===== src/design/gbp_pkg.sv =====
// Shared types, constants and helper functions for the gshare branch predictor.
`timescale 1ns / 1ps

package gbp_pkg;

  localparam int INDEX_BITS  = 12;
  localparam int HIST_BITS   = 10;
  localparam int HIST_W      = (HIST_BITS > 0) ? HIST_BITS : 1;
  localparam int TABLE_DEPTH = 1 << INDEX_BITS;
  localparam int CTR_W       = 2;
  localparam int COUNT_W     = 32;
  localparam int ADDR_W      = 32;
  localparam int QPTR_W      = 2;
  localparam int QUEUE_DEPTH = 1 << QPTR_W;

  // Shifts that line the history up with the top of the index.
  localparam int HIST_SHL    = (HIST_BITS <= INDEX_BITS) ? (INDEX_BITS - HIST_BITS) : 0;
  localparam int HIST_SHR    = (HIST_BITS > INDEX_BITS) ? (HIST_BITS - INDEX_BITS) : 0;
  localparam int ALIGN_W     = INDEX_BITS + HIST_W;

  typedef logic [INDEX_BITS-1:0] idx_t;
  typedef logic [HIST_W-1:0]     hist_t;
  typedef logic [CTR_W-1:0]      ctr_t;
  typedef logic [COUNT_W-1:0]    count_t;
  typedef logic [QPTR_W-1:0]     qptr_t;
  typedef logic [QPTR_W:0]       qcount_t;

  localparam ctr_t CTR_STRONG_NT = 2'd0;
  localparam ctr_t CTR_STRONG_T  = 2'd3;

  typedef struct packed {
    logic [ADDR_W-1:0] branch_address;
    logic              taken;
  } branch_t;

  typedef struct packed {
    logic   predicted_taken;
    logic   mispredicted;
    count_t correct_total;
    count_t branch_total;
  } result_t;

  // One classified branch, as it travels from front to back.
  typedef struct packed {
    idx_t idx;
    logic taken;
  } work_t;

  // Back-end status seen by the front end.
  typedef struct packed {
    logic clearing;
  } back_status_t;

  function automatic idx_t align_hist(input hist_t hist);
    logic [ALIGN_W-1:0] w;
    w = ALIGN_W'(hist);
    if (HIST_BITS == 0) begin
      w = '0;
    end else if (HIST_BITS <= INDEX_BITS) begin
      w = w << HIST_SHL;
    end else begin
      w = w >> HIST_SHR;
    end
    return w[INDEX_BITS-1:0];
  endfunction

  function automatic hist_t hist_shift(input hist_t hist, input logic taken);
    hist_t h;
    h = (hist >> 1) | (HIST_W'(taken) << (HIST_W - 1));
    if (HIST_BITS == 0) begin
      h = '0;
    end
    return h;
  endfunction

  function automatic ctr_t ctr_update(input ctr_t ctr, input logic taken);
    ctr_t c;
    c = ctr;
    if (taken) begin
      if (ctr != CTR_STRONG_T) c = ctr + ctr_t'(1);
    end else begin
      if (ctr != CTR_STRONG_NT) c = ctr - ctr_t'(1);
    end
    return c;
  endfunction

  function automatic count_t sat_inc(input count_t v);
    return (v == '1) ? v : v + count_t'(1);
  endfunction

endpackage


===== src/design/gbp_front.sv =====
// Front end: accept branches, form the gshare index and advance the global history.
`timescale 1ns / 1ps

module gbp_front (
  input  logic                 clk,
  input  logic                 rst,
  input  logic                 branch_valid,
  output logic                 branch_stall,
  input  gbp_pkg::branch_t     branch,
  input  gbp_pkg::back_status_t back_status,
  input  logic                 q_full,
  output logic                 push,
  output gbp_pkg::work_t       push_work
);

  gbp_pkg::hist_t history;
  gbp_pkg::idx_t  addr_idx;

  assign branch_stall = q_full || back_status.clearing;
  assign push         = branch_valid && !branch_stall;

  assign addr_idx       = branch.branch_address[gbp_pkg::INDEX_BITS+1:2];
  assign push_work.idx  = addr_idx ^ gbp_pkg::align_hist(history);
  assign push_work.taken = branch.taken;

  // History reflects every accepted branch in order, so it advances here.
  always_ff @(posedge clk) begin
    if (rst) begin
      history <= '0;
    end else if (push) begin
      history <= gbp_pkg::hist_shift(history, branch.taken);
    end
  end

endmodule


===== config.mk =====
export PLATFORM = sky130hd
export DESIGN_NAME = gbp_front
export DESIGN_NICKNAME = d
export VERILOG_FILES = /design/src/design/gbp_pkg.sv /design/src/design/gbp_front.sv
export SDC_FILE = /design/constraint.sdc
export NUM_CORES = 1
export LEC_CHECK = 0
export ABC_AREA = 1
export BUFFER_PORTS_ARGS = -buffer_cell sky130_fd_sc_hd__buf_2
export CAP_MARGIN = 20
export CORE_MARGIN = 1
export CORE_UTILIZATION = 32
export CTS_CLUSTER_DIAMETER = 120
export DETAILED_ROUTE_END_ITERATION = 6
export PLACE_DENSITY = 0.73
export SETUP_SLACK_MARGIN = 0.3
export SKIP_LAST_GASP = 1
export SYNTH_ARGS = -nofsm -noshare
export SYNTH_HDL_FRONTEND = slang
export SYNTH_SLANG_ARGS = --single-unit

===== constraint.sdc =====
create_clock -name clk -period 0.8 [get_ports clk]
set_input_delay 0.08 -clock clk [delete_from_list [all_inputs] [get_ports clk]]
set_output_delay 0.08 -clock clk [all_outputs]
set_load 0.03 [all_outputs]

After elaboration in Yosys (flattened, before gate mapping):

Index checks and enable logic that the tools add are counted.

* reduce and logical (&&, ||, !) cells: 3
* bitwise logic cells: 2

Operators with widths (count)
* $xor A12 B12 Y12: 1
* $or A9 B10 Y10: 1
* $logic_and A1 B1 Y1: 1
* $logic_not A1 Y1: 1
* $logic_or A1 B1 Y1: 1

* word-level logic and storage cells: 6
* output and inout port bits: 15
* input port bits: 38
* register bits after elaboration: 10

Longest topological paths before layout:

* word-level depth: 3
* depth in mapped cells: 5

Least setup slack after synthesis:

Ideal clock, no wire load.

* path type: in2out
* from: in back_status
* to: out push
* data required time: 0.720 ns
* arrival time: 0.963 ns
* path slack: -0.243 ns
* cell stages on the path: 4
* cell sequence: nor2_2 -> buf_6 -> inv_1 -> nor2_1

* longest elaborated chain between the ends: 3

Ends and longest elaborated chain
* from (decl): line gbp_front.sv:10 `input gbp_pkg::back_status_t back_status,`
* $logic_or A1 B1 Y1: line gbp_front.sv:19 `assign branch_stall = q_full || back_status.clearing;`
* via branch_stall: line gbp_front.sv:8 `output logic branch_stall,`
* $logic_not A1 Y1: line gbp_front.sv:20 `assign push = branch_valid && !branch_stall;`
* $logic_and A1 B1 Y1: line gbp_front.sv:20
* to (decl): line gbp_front.sv:12 `output logic push,`

The timed path passes the listed nets, and every way through them passes these cells.

==> results.json <==
{
  "power_w": 0.00166,
  "hold_viol_final": 0,
  "max_slew_margin_pct": 81.5,
  "start_util_pct": 34.1,
  "port_buffers": 28,
  "cts_hold_buf": 0,
  "seq_area_frac_synth_pct": 34.3,
  "drive_above_1_share_pct": 73.2,
  "reg2reg_depth": 6,
  "post-place-ws_ps": -13.0,
  "route.detailed.drc": 2,
  "peakVddDrop_mv": 1.28,
  "setup_viol": 14,
  "synth_nets": 120,
  "fin_crit_sh_pct": 130,
  "place.gp.congestion": 0.696,
  "grt_pass1_vias": 643,
  "fin_area_um2": 1290,
  "yosys.cell_types.count": 14,
  "grt_pass1_wl_mm": 2.75,
  "rows": 15,
  "dp_hpwl_um": 925,
  "core_um2": 1710,
  "vias": 654,
  "postRouteAntennaNets": 0,
  "grt_max_degree": 17,
  "root_buffer": "clkbuf_4",
  "tightest_slew_ps": 275,
  "antenna_found_initial": 0,
  "detail_route.wl_per_cell_um": 11.7,
  "worstSetupPathType": "flop to output pin",
  "crit_fanout": 2,
  "synth_top_area_cell": "dfxtp_1",
  "ys_warn_count": 0,
  "die_h_um": 44.7,
  "rr_startpoint": "history[4]$_SDFFE_PP0P_",
  "insertedDiodeCount": 0,
  "syn_area_um2": 583,
  "nets": 162,
  "reg2reg_slack_ps": -100,
  "largest_register_ffs": 10,
  "cts_made_buffers": 3,
  "grt.total_usage_pct": 20.2,
  "slew_viol_final": 0,
  "hp-start": "branch_valid",
  "cts.sinks": 10,
  "io_pins": 53,
  "insertion_delay_ps": 270,
  "avgViaCountPerCell": 4.42,
  "layout_setup_ws_ps": -243,
  "hold_end": "history[0]$_SDFFE_PP0P_",
  "place_area_um2": 995,
  "status": "complete, but fails checks",
  "synth_top_area_share_pct": 34.3,
  "setup.worst_path.end_class": "output pin",
  "drt-initial-drc-count": 11,
  "failed_checks": "DRC, setup timing",
  "area_delta_synth_final_pct": 122,
  "synth.avg_cell_area_um2": 7.11,
  "dieArea_um2": 2000,
  "fin_skew_ps": 7.17,
  "wirelength_mm": 1.74,
  "ctsLongestPathBuffers": 2,
  "rsz0062_at_grt": "true",
  "h-tree-depth": 1,
  "maxCapViolCount": 0,
  "top_regs": "history x10",
  "critPathRequiredTime_ps": 720,
  "ys_seq_elements": 10,
  "fin_crit_ps": 1040,
  "rr_endpoint": "history[3]$_SDFFE_PP0P_",
  "die_width_um": 44.7,
  "max_freq_mhz": 959,
  "hold_path_depth": 3,
  "regMostFlops": "history",
  "crit_arrival_ps": 960,
  "synthTopCellsByArea": "dfxtp_1 (34%), xor2_1 (15%), nand3_1 (8.6%), a21oi_1 (7.7%), inv_1 (7.7%)",
  "critPathLaunchType": "flop",
  "leakage_nw": 0.548,
  "synth_cells": 82,
  "hp-class": "primary input to flop",
  "grt_overflow": 0,
  "clk_pin_slew_ps": 70,
  "p_per_area_nw_per_um2": 1290,
  "cts_tree": "done",
  "dr.pass1.iters": 5
}
-- worst max path at each step --
stage / start / end / slack (ps) / cells after the start
final: history[3]$_SDFFE_PP0P_ / push_work[6] / -240 / 2
after global routing: history[3]$_SDFFE_PP0P_ / push_work[6] / -280 / 2
after CTS: history[2]$_SDFFE_PP0P_ / push_work[5] / -230 / 2
after detailed placement: back_status / history[5]$_SDFFE_PP0P_ / -10 / 6
after global placement: back_status / history[3]$_SDFFE_PP0P_ / -0.5 / 6
after floorplan: back_status / push / 8 / 4
-- cells in the mapped netlist (all sizes together) --
master,count
nor2,12
nand2,10
a21oi,10
nand3,10
buf,6
clkinv,1
xor2,10
inv,12
clkbuf,1
dfxtp,10
-- cell usage in the layout (no fill, tap or decap), drive strengths merged --
cell and count:
a21oi 10, buf 44, clkbuf 4, clkinv 1, dfxtp 10, inv 12
nand2 10, nand3 10, nor2 12, xor2 10
-- routing by layer --
layer	GRT usage [%]	vias to the layer above	routed length [um]
met4	17.0	0	77
li1	-	322	-
met3	4.08	6	72
met5	0	-	0
met1	22.3	304	641
met2	32.9	22	944
-- per-stage QoR --
step / TNS [ps] / std cells / hold slack, ps / utilization [%]
after floorplan: 0 / 82 / 252 / -
after global placement: -0.570 / 131 / 160 / 58.2
after detailed placement: -24.3 / 131 / 160 / 58.2
after CTS: -2170 / 146 / 141 / 72.8
after global routing: -3060 / 148 / 120 / 75.7
final: -2410 / 148 / 129 / 75.7
-- area by class of cell --
cell class,count,area [um^2]
Timing Repair Buffer,44,420
Sequential cell,10,238
Fill cell,120,415
Inverter,13,48.8
Clock buffer,4,36.3
Tap cell,25,31.3
Multi-Input combinational cell,52,518
-- worst max-delay path, cell delays in order, from the launching register on --
cell     delay [ps]
dfxtp_4         370
xor2_4          180
buf_6           140
-- kinds of logic (layout without fill, tap and decap cells) --
group / after synthesis / after routing / synth area share [%]
AOI/OAI and AO/OA: 10 / 10 / 9.23
xor gates and xnor gates: 10 / 10 / 15.0
buffers and inverters: 20 / 61 / 18.2
DFF: 10 / 10 / 34.3
and+or+nand+nor: 32 / 32 / 23.2
-- where the power goes --
| part | internal, W | total, W | switching [W] |
|---|---|---|---|
| logic | 0.000322 | 0.000652 | 0.000330 |
| registers | 0.000507 | 0.000548 | 0.0000407 |
| clock network | 0.000277 | 0.000465 | 0.000188 |
-- repair_timing --
item                       in CTS  in global routing
pin swaps                       3                  4
setup buffers                  11                  2
gates resized for setup        39                  8
setup endpoints to repair      22                 22
hold endpoints to repair        0                  0
Power figures use the tool's default switching activity.
