[src/design/gbp_pkg.sv]
// Shared types, constants and helper functions for the gshare branch predictor.
`timescale 1ns / 1ps

package gbp_pkg;

  localparam int INDEX_BITS  = 12;
  localparam int HIST_BITS   = 10;
  localparam int HIST_W      = (HIST_BITS > 0) ? HIST_BITS : 1;
  localparam int TABLE_DEPTH = 1 << INDEX_BITS;
  localparam int CTR_W       = 2;
  localparam int COUNT_W     = 32;
  localparam int ADDR_W      = 32;
  localparam int QPTR_W      = 2;
  localparam int QUEUE_DEPTH = 1 << QPTR_W;

  // Shifts that line the history up with the top of the index.
  localparam int HIST_SHL    = (HIST_BITS <= INDEX_BITS) ? (INDEX_BITS - HIST_BITS) : 0;
  localparam int HIST_SHR    = (HIST_BITS > INDEX_BITS) ? (HIST_BITS - INDEX_BITS) : 0;
  localparam int ALIGN_W     = INDEX_BITS + HIST_W;

  typedef logic [INDEX_BITS-1:0] idx_t;
  typedef logic [HIST_W-1:0]     hist_t;
  typedef logic [CTR_W-1:0]      ctr_t;
  typedef logic [COUNT_W-1:0]    count_t;
  typedef logic [QPTR_W-1:0]     qptr_t;
  typedef logic [QPTR_W:0]       qcount_t;

  localparam ctr_t CTR_STRONG_NT = 2'd0;
  localparam ctr_t CTR_STRONG_T  = 2'd3;

  typedef struct packed {
    logic [ADDR_W-1:0] branch_address;
    logic              taken;
  } branch_t;

  typedef struct packed {
    logic   predicted_taken;
    logic   mispredicted;
    count_t correct_total;
    count_t branch_total;
  } result_t;

  // One classified branch, as it travels from front to back.
  typedef struct packed {
    idx_t idx;
    logic taken;
  } work_t;

  // Back-end status seen by the front end.
  typedef struct packed {
    logic clearing;
  } back_status_t;

  function automatic idx_t align_hist(input hist_t hist);
    logic [ALIGN_W-1:0] w;
    w = ALIGN_W'(hist);
    if (HIST_BITS == 0) begin
      w = '0;
    end else if (HIST_BITS <= INDEX_BITS) begin
      w = w << HIST_SHL;
    end else begin
      w = w >> HIST_SHR;
    end
    return w[INDEX_BITS-1:0];
  endfunction

  function automatic hist_t hist_shift(input hist_t hist, input logic taken);
    hist_t h;
    h = (hist >> 1) | (HIST_W'(taken) << (HIST_W - 1));
    if (HIST_BITS == 0) begin
      h = '0;
    end
    return h;
  endfunction

  function automatic ctr_t ctr_update(input ctr_t ctr, input logic taken);
    ctr_t c;
    c = ctr;
    if (taken) begin
      if (ctr != CTR_STRONG_T) c = ctr + ctr_t'(1);
    end else begin
      if (ctr != CTR_STRONG_NT) c = ctr - ctr_t'(1);
    end
    return c;
  endfunction

  function automatic count_t sat_inc(input count_t v);
    return (v == '1) ? v : v + count_t'(1);
  endfunction

endpackage

[src/design/gbp_queue.sv]
// Short FIFO of classified branches between front and back ends.
`timescale 1ns / 1ps

module gbp_queue (
  input  logic           clk,
  input  logic           rst,
  input  logic           push,
  input  gbp_pkg::work_t push_work,
  output logic           full,
  input  logic           pop,
  output logic           head_valid,
  output gbp_pkg::work_t head_work
);

  gbp_pkg::work_t   entries [gbp_pkg::QUEUE_DEPTH];
  gbp_pkg::qptr_t   wr_ptr;
  gbp_pkg::qptr_t   rd_ptr;
  gbp_pkg::qcount_t count;
  gbp_pkg::qcount_t count_next;

  assign full       = (count == gbp_pkg::qcount_t'(gbp_pkg::QUEUE_DEPTH));
  assign head_valid = (count != '0);
  assign head_work  = entries[rd_ptr];

  always_comb begin
    count_next = count;
    if (push && !pop) begin
      count_next = count + gbp_pkg::qcount_t'(1);
    end else if (pop && !push) begin
      count_next = count - gbp_pkg::qcount_t'(1);
    end
  end

  always_ff @(posedge clk) begin
    if (push) begin
      entries[wr_ptr] <= push_work;
    end
    if (rst) begin
      wr_ptr <= '0;
      rd_ptr <= '0;
      count  <= '0;
    end else begin
      if (push) wr_ptr <= wr_ptr + gbp_pkg::qptr_t'(1);
      if (pop)  rd_ptr <= rd_ptr + gbp_pkg::qptr_t'(1);
      count <= count_next;
    end
  end

endmodule

[config.mk]
export PLATFORM = sky130hd
export DESIGN_NAME = gbp_queue
export DESIGN_NICKNAME = d
export VERILOG_FILES = /design/src/design/gbp_pkg.sv /design/src/design/gbp_queue.sv
export SDC_FILE = /design/constraint.sdc
export NUM_CORES = 1
export LEC_CHECK = 0
export BUFFER_PORTS_ARGS = -buffer_cell sky130_fd_sc_hd__buf_2
export CELL_PAD_IN_SITES_DETAIL_PLACEMENT = 1
export CELL_PAD_IN_SITES_GLOBAL_PLACEMENT = 1
export CORE_AREA = 2 2 80 82
export DETAILED_ROUTE_END_ITERATION = 16
export DIE_AREA = 0 0 82 84
export PLACE_DENSITY_LB_ADDON = 0.1
export SYNTH_ARGS = -nofsm -noshare
export SYNTH_HDL_FRONTEND = slang
export SYNTH_SLANG_ARGS = --single-unit
[constraint.sdc]
create_clock -name clk -period 5 [get_ports clk]
set_input_delay 1 -clock clk [delete_from_list [all_inputs] [get_ports clk]]
set_output_delay 1 -clock clk [all_outputs]
set_load 0.03 [all_outputs]
# Yosys cells after proc, flatten, opt, wreduce, memory -nomap -nowiden
# Memory sizes are Yosys's and may differ from the RTL's. A register that Yosys moved wholly into a read port is not among the register bits.
# Cells that the tools add are included.
totals:
  reg_bits: 7
  mem_bits_rw: 52
  in_bits: 17
  word_cells: 21
  n_memories: 1
op_classes:
  add_sub_neg: 4
  eq_ne: 1
  n_mux: 6
  reduce_logical: 6
memory_table:
  columns: ["name", "depth", "width", "rd", "rd_clocked_by_memory_dff", "wr", "line", "text"]
  rows:
  - ["entries", 4, 13, 1, 1, 1, "gbp_queue.sv:15", "gbp_pkg::work_t entries [gbp_pkg::QUEUE_DEPTH];"]
ops:
  columns: ["op", "count"]
  rows:
  - ["3-bit 2-to-1 mux", 2]
  - ["2-bit by 1-bit adder with 2-bit output, second input constant", 2]
  - ["2-bit 2-to-1 mux", 2]
  - ["3-bit by 1-bit adder with 3-bit output, second input constant", 1]
  - ["3-bit == test, second input constant", 1]
  - ["3-bit nonzero test", 1]
  - ["3-bit by 1-bit subtractor with 3-bit output, second input constant", 1]
  - ["1-bit logical AND", 2]
  - ["1-bit logical NOT", 2]
  - ["1-bit 2-to-1 mux", 2]
  - ["2-bit nonzero test", 1]

# Logic depth before layout (Yosys ltp)
# Gate-level depths: netlist of the first run.
depth:
  depth_word: 4
  depth_mapped: 7
  mapped_depth_nobuf: 7

# Worst setup path before layout of the first run
# Ideal clock, no wire load.
synth_path:
  path_type: "input to register"
  start: "input port pop"
  end: "register count[2]"
  arrival_time_ps: 2171
  required_time_ps: 4930
  setup_slack_ps: 2759
  stages: 7
  path_buffers: 0
  cell_sequence: "inv_1 > ha_1 > inv_1 > fa_1 > xor2_1 > or3_1 > a21oi_1"
synth_between:
  elab_chain_cells: 3
  word_cells_on_any_way: 5
  classes_between: "1 x mux; 4 x reduce/logical"
synth_lines:
  columns: ["item", "line", "text"]
  rows:
  - ["start: declaration", "gbp_queue.sv:10", "input logic pop,"]
  - ["1-bit logical NOT", "gbp_queue.sv:27", "if (push && !pop) begin"]
  - ["1-bit logical AND", "gbp_queue.sv:27", null]
  - ["3-bit 2-to-1 mux / 2-bit nonzero test (equally long branches)", null, null]
  - ["end signal: assignment", "gbp_queue.sv:45", "count <= count_next;"]
  - ["end: declaration", "gbp_queue.sv:18", "gbp_pkg::qcount_t count;"]
# Parallel ways exist; a longest one is shown, timed or not.
# A chain may end at the register's enable or synchronous reset.

==> run_results.csv, run 1 <==
group,metric,value,unit
global_routing,grt-ovfl-total,0,
global_routing,antenna_found_initial,0,
yosys,synth_area_per_cell,20.8,um^2
finish,fin_util,0.442,
yosys,ys.flop_type,"edfxtp_1",
status,outcome,"finished clean",
cts,cts_tree,"done",
timing,setup_viol,0,
placed_design,gp_congestion,0.643,
detailed_routing,drt_iter0_drc,61,
yosys,yosys_warnings,0,
yosys,synthCells,111,
cts,cts_hold_buffers,0,
detailed_routing,met2_length,2.02,mm
yosys,synth-seq-cells,61,
cts,cts.clk_slew.worst_paths,0.06,ns
critical_path,crit_type,"flip-flop to output pin",
job,cap_viol_max_count,0,
finish,nets,173,
cts,cts_buffer_depth,2,
detailed_routing,num_vias,1102,
pwr,p_leak,0.958,nW
timing,rsz0062_at_grt,"false",
yosys,seq_area_frac_synth,0.753,
floorplanning,initial_core_util,0.379,
yosys,postSynth.asyncResetShare,0,
finish,diodes,0,
cts,clock_latency,0.32,ns
hold_path,hold_path_class,"flip-flop to flip-flop",
finish,n_fill_cell,604,
critical_path,startpoint_type,"flip-flop",
yosys,synth_top_area_frac,0.675,
timing,skew,0.00321,ns
placed_design,port_buffers,31,
critical_path,critPathCaptureType,"output pin",
floorplanning,rows,29,
critical_path,required,4.00,ns
detailed_routing,drc_errors,0,
detailed_routing,via_per_inst,4.75,
cts,cts_setup_buffers,0,
yosys,synth_edf_count,52,
floorplanning,dieArea,6890,um^2
yosys,synth.most_common_cell,"edfxtp_1",
timing,fin_tns_setup,0,ns
detailed_routing,met3WireLength,178,um
timing,relSlewSlack,0.424,
floorplanning,die_h,84,um
critical_path,arrival,2.04,ns
detailed_routing,ant_nets,0,
floorplanning,die_w,82,um
cts,ctsResizeCount,0,
finish,area_delta_synth_final,16.6,%
timing,period_minus_slack,3.04,ns
timing,maxSlewViolCount,0,
global_routing,grt_pass1_vias,1231,
yosys,ys_top_cells_by_count,"edfxtp_1 (52), mux4_2 (10), dfxtp_1 (9), nor2_1 (7), ha_1 (5)",
global_routing,grt_usage,0.130,
placed_design,place_hpwl,2.51,mm
yosys,yosys-top-cells-area,"edfxtp_1 (68%), mux4_2 (9.7%), dfxtp_1 (7.8%)",
pwr,p_per_area,404,nW/um^2
yosys,synthDistinctLibCells,20,
timing,worst_pin_slew,0.863,ns
pwr,peakVddDrop,205,uV
yosys,synth_fp_nets,134,
critical_path,crit_fanout,13,
floorplanning,coreArea,6100,um^2
cts,cts_inserted_buffers,9,
cts,cts_sinks,61,
cts,htree_levels,3,
detailed_routing,highest_layer,"met4",
yosys,yosysTopAreaCell,"edfxtp_1",
global_routing,grt_pass1_wl,6.17,mm
timing,hold_viol_final,0,
global_routing,grt_max_degree,14,
detailed_routing,drt-met1-wl,1.64,mm
floorplanning,ios,32,
timing,hold_slack,0.537,ns
detailed_routing,routedWlPerCell,16.8,um
cts,ctsRootBufferMaster,"clkbuf_8",
yosys,syn-cell-area,2310,um^2
detailed_routing,drtPass1Iterations,4,
finish,drive_above_1_share,0.329,
timing,fin_crit_sh,0.608,
critical_path,reg2reg_slack,3.44,ns
detailed_routing,routed_wl,3.90,mm
timing,max_freq,329,MHz
cells by family (layout without fill, tap and decap cells):
family	Yosys count	in the layout	share of synthesized area
XOR/XNOR	5	5	0.0189
flip-flops	61	61	0.753
multiplexers	15	15	0.140
buffers and inverters	7	51	0.0151
adder cells (fa/ha/maj)	6	6	0.0357
AO/OA/AOI/OAI	2	2	0.00432
AND/OR/NAND/NOR	15	15	0.0325
sequential cells by signal, summed over array words and instances (netlist names), named ones only:
signal / cells
entries: 52
count: 3
rd_ptr: 2
wr_ptr: 2
critical path, cell delays in order (launching register included):
cell,delay (ns)
dfxtp_1,0.88
mux4_1,0.64
buf_2,0.19
cells in the final DEF (no fill, tap or decap):
cell type / netlist / routed
or3_1: 2 / 2
mux2i_1: 2 / 2
a21oi_1: 1 / 1
fa_1: 1 / 1
clkinv_2: 0 / 1
and2_1: 4 / 4
edfxtp_1: 52 / 52
clkinv_1: 0 / 2
buf_2: 1 / 31
dfxtp_1: 9 / 9
nand2_1: 1 / 1
xnor2_1: 2 / 2
mux4_2: 10 / 10
clkbuf_8: 0 / 9
xor2_1: 3 / 3
inv_1: 4 / 4
mux4_1: 3 / 3
o21ai_0: 1 / 1
clkbuf_1: 1 / 4
nor3b_1: 1 / 1
nor2_1: 7 / 7
ha_1: 5 / 5
routing by layer:
metal  vias to the layer above  track usage
li1                        517            -
met1                       553        0.150
met2                        26        0.214
met3                         6       0.0357
met4                         0       0.0727
met5                         -            0
metrics by stage:
stage	total power (W)	cell area, um^2	worst slack [ns]	instances
2_1_floorplan	0.000712	2310	2.76	111
3_3_place_gp	0.000752	2540	2.21	216
3_5_place_dp	0.000759	2540	2.23	216
4_1_cts	0.00110	2700	1.87	232
5_1_grt	0.00114	2700	1.79	232
6_report	0.00109	2700	1.96	232
layout make-up:
type	count	area [um^2]	area share
Clock buffer	13	139	0.0515
Clock inverter	3	12.5	0.00464
Inverter	4	15.0	0.00557
Multi-Input combinational cell	43	536	0.199
Sequential cell	61	1740	0.646
Tap cell	77	96.3	0.0357
Timing Repair Buffer	31	155	0.0576
path summary, 6_finish.rpt:
path                   from        endpoint  cells after the start
setup / recovery  flip-flop    head_work[0]                      2
hold / removal     count[2]        count[2]                      2
setup reg to reg  wr_ptr[0]  entries[0][11]                      3
hold reg to reg    count[2]        count[2]                      2
where the power goes:
part | switching [W] | total [W] | leakage, nW | internal [W]
Clock | 0.000167 | 0.000343 | 0.0765 | 0.000176
Sequential | 0.0000209 | 0.000603 | 0.552 | 0.000583
Combinational | 0.0000845 | 0.000141 | 0.330 | 0.0000564
Total | 0.000272 | 0.00109 | 0.958 | 0.000815
Note: power is estimated with default switching activity, not from simulation.
==> run 2, diff against run 1 <==
- clock period: 5 -> 3.1 ns (I/O delays scaled with it)
==> run 2 against run 1 <==
  * Clock skew about the same
  * Final area up 1.4%
  * Final cell count increased by 0.43%
  * Largest cell class unchanged
==> run_results.csv, run 2 (same netlist as run 1, synthesis figures left out) <==
group,metric,value,unit
status,outcome,"finished clean",
critical_path,cpPeakStageDelay,0.67,ns
global_routing,grt_usage,0.132,
critical_path,arrival,1.98,ns
finish,n_fill_cell,608,
critical_path,cp_cell_sequence,"buf_4 -> mux4_2 -> buf_2",
floorplanning,rows,29,
critical_path,crit_buf_inv,2,
placed_design,port_buffers,31,
critical_path,reg2reg_to,"entries[0][9]",
floorplanning,initial_core_util,0.379,
hold_path,hold_start,"push_work[0]",
hold_path,min_to,"entries[2][0]",
cts,cts_inserted_buffers,9,
timing,fin_tns_setup,0,ns
timing,relSlewSlack,0.488,
timing,maxSlewViolCount,0,
finish,multi_input_area,536,um^2
pwr,p_per_area,675,nW/um^2
cts,htree_levels,3,
cts,cts_sinks,61,
placed_design,gp_congestion,0.687,
cts,cts_buffer_depth,2,
finish,largest_reg_flops,52,
finish,diodes,0,
critical_path,startpoint_type,"flip-flop",
timing,worst_pin_slew,0.768,ns
critical_path,critPathCaptureType,"output pin",
detailed_routing,drc_errors,0,
critical_path,crit_fanout,8,
finish,most-common-layout-cells,"edfxtp_1 (52), buf_2 (31), mux4_2 (10), dfxtp_1 (9), clkbuf_8 (9)",
global_routing,grt_pass1_vias,1262,
detailed_routing,routedWlPerCell,16.6,um
timing,fin_crit_sh,0.839,
finish,seqCellArea,1740,um^2
critical_path,crit_family,"flip-flops",
cts,cts.clk_slew.worst_paths,0.06,ns
pwr,p_leak,0.984,nW
pwr,peakVddDrop,283,uV
pwr,totalPowerFinal,0.00184,W
detailed_routing,ant_nets,0,
detailed_routing,drtPass1Iterations,4,
global_routing,antenna_found_initial,0,
hold_path,hold_path_class,"primary input to flip-flop",
floorplanning,coreArea,6100,um^2
cts,clock_latency,0.32,ns
critical_path,slowest_stage,"dfxtp_1",
timing,max_freq,385,MHz
finish,top_register,"entries",
placed_design,place_hpwl,2.54,mm
critical_path,crit_type,"flip-flop to output pin",
cts,ctsResizeCount,0,
finish,drive_above_1_share,0.359,
detailed_routing,routed_wl,3.86,mm
critical_path,required,2.48,ns
hold_path,min_path_cells,1,
cts,cts_setup_buffers,0,
critical_path,reg2reg_slack,1.53,ns
floorplanning,die_w,82,um
timing,hold_viol_final,0,
global_routing,grt_max_degree,14,
timing,rsz0062_at_grt,"false",
detailed_routing,num_vias,1108,
timing,skew,0.00346,ns
critical_path,r2r_cells,3,
timing,setup_viol,0,
detailed_routing,drt_iter0_drc,54,
finish,layout_commonest_cell,"edfxtp_1",
cts,ctsRootBufferMaster,"clkbuf_8",
global_routing,grt-ovfl-total,0,
critical_path,rr_startpoint,"wr_ptr[0]",
cts,cts_tree,"done",
detailed_routing,via_per_inst,4.76,
floorplanning,ios,32,
timing,period_minus_slack,2.60,ns
cts,cts_hold_buffers,0,
job,cap_viol_max_count,0,
finish,nets,174,
finish,top_regs,"entries: 52 flops, count: 3 flops",
floorplanning,die_h,84,um
floorplanning,dieArea,6890,um^2
finish,area_delta_synth_final,18.2,%
global_routing,grt_pass1_wl,6.33,mm
run 2: changes by cell type in the layout (fill, tap and decap cells not counted):
cell / previous run / this run
bufinv_16: 0 / 1
clkinv_1: 2 / 1
buf_4: 0 / 1
clkinv_2: 1 / 4
clkbuf_1: 4 / 1
run 2: how the worst max path moves through the flow:
| stage | endpoint | from | cells past startpoint |
|---|---|---|---|
| after floorplan | count[2] | pop | 7 |
| after global placement | head_work[3] | flip-flop | 3 |
| after detailed placement | head_work[3] | flip-flop | 3 |
| after CTS | head_work[3] | flip-flop | 3 |
| after global routing | head_work[3] | flip-flop | 3 |
| final | head_work[3] | flip-flop | 3 |
run 2: report_power, final:
| part | switching [W] | internal, W |
|---|---|---|
| Sequential | 0.0000306 | 0.000940 |
| Clock | 0.000281 | 0.000363 |
| Combinational | 0.000138 | 0.0000921 |
| Total | 0.000450 | 0.00139 |
run 2: layer usage:
layer / vias to the layer above / wire [um] / global-route usage
met5: - / 0 / 0
met4: 0 / 112 / 0.0864
met3: 10 / 202 / 0.0400
met2: 29 / 1980 / 0.214
met1: 553 / 1570 / 0.147
li1: 516 / - / -
run 2: area by class of cell:
class | instances | share of cell area
clock inverter | 6 | 0.0197
inverter | 4 | 0.00549
sequential | 61 | 0.637
multi-input combinational | 43 | 0.196
timing repair buffer | 32 | 0.0595
clock buffer | 10 | 0.0467
tap | 77 | 0.0353
run 2: per-stage QoR:
stage	util	worst slack, ns	hold slack, ns	cell area (um^2)	std cells
2_1_floorplan	-	1.24	0.461	2310	111
3_3_place_gp	0.419	0.870	0.475	2550	217
3_5_place_dp	0.419	0.811	0.511	2550	217
4_1_cts	0.448	0.450	0.488	2730	233
5_1_grt	0.448	0.356	0.498	2730	233
6_report	0.448	0.500	0.508	2730	233
run 2: worst reg2reg max path, delay by kind of cell, from the launching register on:
| kind | cells | cell delay [ns] |
|---|---|---|
| flip-flops | 1 | 0.35 |
| AND/OR/NAND/NOR | 1 | 0.62 |
| buffers and inverters | 1 | 0.09 |
| adder cells (fa/ha/maj) | 1 | 0.13 |
==> run 3, diff against run 2 <==
- clock period: 3.1 -> 2.6 ns (I/O delays scaled with it)
==> run 3 against run 2 <==
  * Sequential share of layout area is 0.20 points higher
  * Clock-buffer cell count unchanged
  * Via count is 0.72% higher
  * Total power is 14% higher
  * First-iteration DRC count up 67%
  * Largest cell class unchanged
==> run_results.csv, run 3 (same netlist as run 1, synthesis figures left out) <==
group,metric,value,unit
global_routing,grt_max_degree,14,
finish,nets,176,
critical_path,reg2reg_slack,1.05,ns
detailed_routing,routed_wl,3.84,mm
cts,cts_inserted_buffers,9,
floorplanning,die_h,84,um
critical_path,required,2.08,ns
cts,cts.clk_slew.worst_paths,0.07,ns
finish,largest_reg_flops,52,
timing,rsz0062_at_grt,"false",
detailed_routing,ant_nets,0,
finish,most-common-layout-cells,"edfxtp_1 (52), buf_2 (31), mux4_2 (10), dfxtp_1 (9), clkbuf_8 (9)",
floorplanning,dieArea,6890,um^2
status,outcome,"finished clean",
finish,layout_commonest_cell,"edfxtp_1",
cts,clock_latency,0.32,ns
detailed_routing,via_per_inst,4.75,
global_routing,grt_pass1_vias,1264,
placed_design,dpl.cell_count,219,
floorplanning,ios,32,
finish,n_fill_cell,601,
critical_path,slowest_stage,"mux4_1",
timing,skew,0.00432,ns
cts,ctsRootBufferMaster,"clkbuf_8",
finish,top_register,"entries",
floorplanning,die_w,82,um
detailed_routing,drt_iter0_drc,90,
critical_path,crit_fanout,6,
global_routing,grt_usage,0.135,
pwr,p_per_area,773,nW/um^2
critical_path,startpoint_type,"flip-flop",
floorplanning,coreArea,6100,um^2
timing,maxSlewViolCount,0,
pwr,p_leak,0.987,nW
finish,area_delta_synth_final,17.8,%
timing,fin_tns_setup,0,ns
timing,max_freq,426,MHz
cts,cts_tree,"done",
cts,htree_levels,3,
detailed_routing,num_vias,1116,
critical_path,crit_family,"multiplexers",
hold_path,hold_path_class,"primary input to flip-flop",
detailed_routing,routedWlPerCell,16.4,um
floorplanning,initial_core_util,0.379,
detailed_routing,drtPass1Iterations,4,
critical_path,arrival,1.83,ns
timing,relSlewSlack,0.514,
timing,setup_viol,0,
job,cap_viol_max_count,0,
timing,hold_viol_final,0,
global_routing,antenna_found_initial,0,
placed_design,place_hpwl,2.54,mm
placed_design,gp_congestion,0.616,
timing,period_minus_slack,2.35,ns
pwr,peakVddDrop,317,uV
finish,seqCellArea,1740,um^2
cts,cts_setup_buffers,0,
cts,ctsResizeCount,0,
cts,cts_sinks,61,
placed_design,port_buffers,31,
critical_path,critPathCaptureType,"output pin",
critical_path,crit_buf_inv,2,
cts,cts_buffer_depth,2,
finish,drive_above_1_share,0.373,
floorplanning,rows,29,
global_routing,grt-ovfl-total,0,
detailed_routing,drc_errors,0,
critical_path,crit_type,"flip-flop to output pin",
timing,fin_crit_sh,0.903,
finish,top_regs,"entries: 52 flops, count: 3 flops",
timing,worst_pin_slew,0.728,ns
finish,final_cells,235,
finish,multi_input_area,536,um^2
critical_path,cpPeakStageDelay,0.59,ns
cts,cts_hold_buffers,0,
finish,diodes,0,
global_routing,grt_pass1_wl,6.43,mm
critical_path,cp_cell_sequence,"buf_4 -> mux4_1 -> buf_2",
-- run 3: cell types whose count changed in the layout (fill, tap and decap cells not counted), sizes merged --
cell,delta
bufinv,-1
buf,+2
clkinv,+1
-- run 3: final cells by class --
| type | instances | area share |
|---|---|---|
| well taps | 77 | 0.0354 |
| inverters | 4 | 0.00551 |
| clock buffers | 10 | 0.0469 |
| clock inverters | 6 | 0.0110 |
| repair buffers | 34 | 0.0652 |
| flip-flops and latches | 61 | 0.639 |
| multi-input cells | 43 | 0.197 |
-- run 3: where the power goes --
| group | internal, W | total [W] | switching, W | leakage [nW] |
|---|---|---|---|---|
| combinational | 0.000113 | 0.000291 | 0.000177 | 0.345 |
| clock | 0.000335 | 0.000670 | 0.000335 | 0.0894 |
| sequential | 0.00112 | 0.00115 | 0.0000250 | 0.552 |
| total | 0.00157 | 0.00211 | 0.000538 | 0.987 |
-- run 3: per-stage QoR --
step | setup WS (ns) | hold slack [ns] | cell area [um^2] | total power (W) | util
CTS | 0.187 | 0.390 | 2720 | 0.00214 | 0.447
floorplan | 0.839 | 0.461 | 2310 | 0.00137 | -
global route | 0.147 | 0.389 | 2720 | 0.00222 | 0.447
global placement | 0.589 | 0.474 | 2570 | 0.00145 | 0.421
detailed placement | 0.549 | 0.504 | 2570 | 0.00146 | 0.421
finish | 0.252 | 0.407 | 2720 | 0.00211 | 0.447
-- run 3: path summary, 6_finish.rpt --
kind,startpoint,endpoint,depth (start not counted)
setup reg to reg,wr_ptr[0],entries[0][9],3
hold reg to reg,count[2],count[2],2
setup / recovery,flip-flop,head_work[9],3
hold / removal,push_work[5],entries[0][5],1
-- run 3: layer usage --
layer	GRT usage	wire length, um	vias up
met5	0	0	-
met4	0.0818	93	0
met3	0.0476	203	8
met2	0.202	1910	26
met1	0.165	1640	563
li1	-	-	519
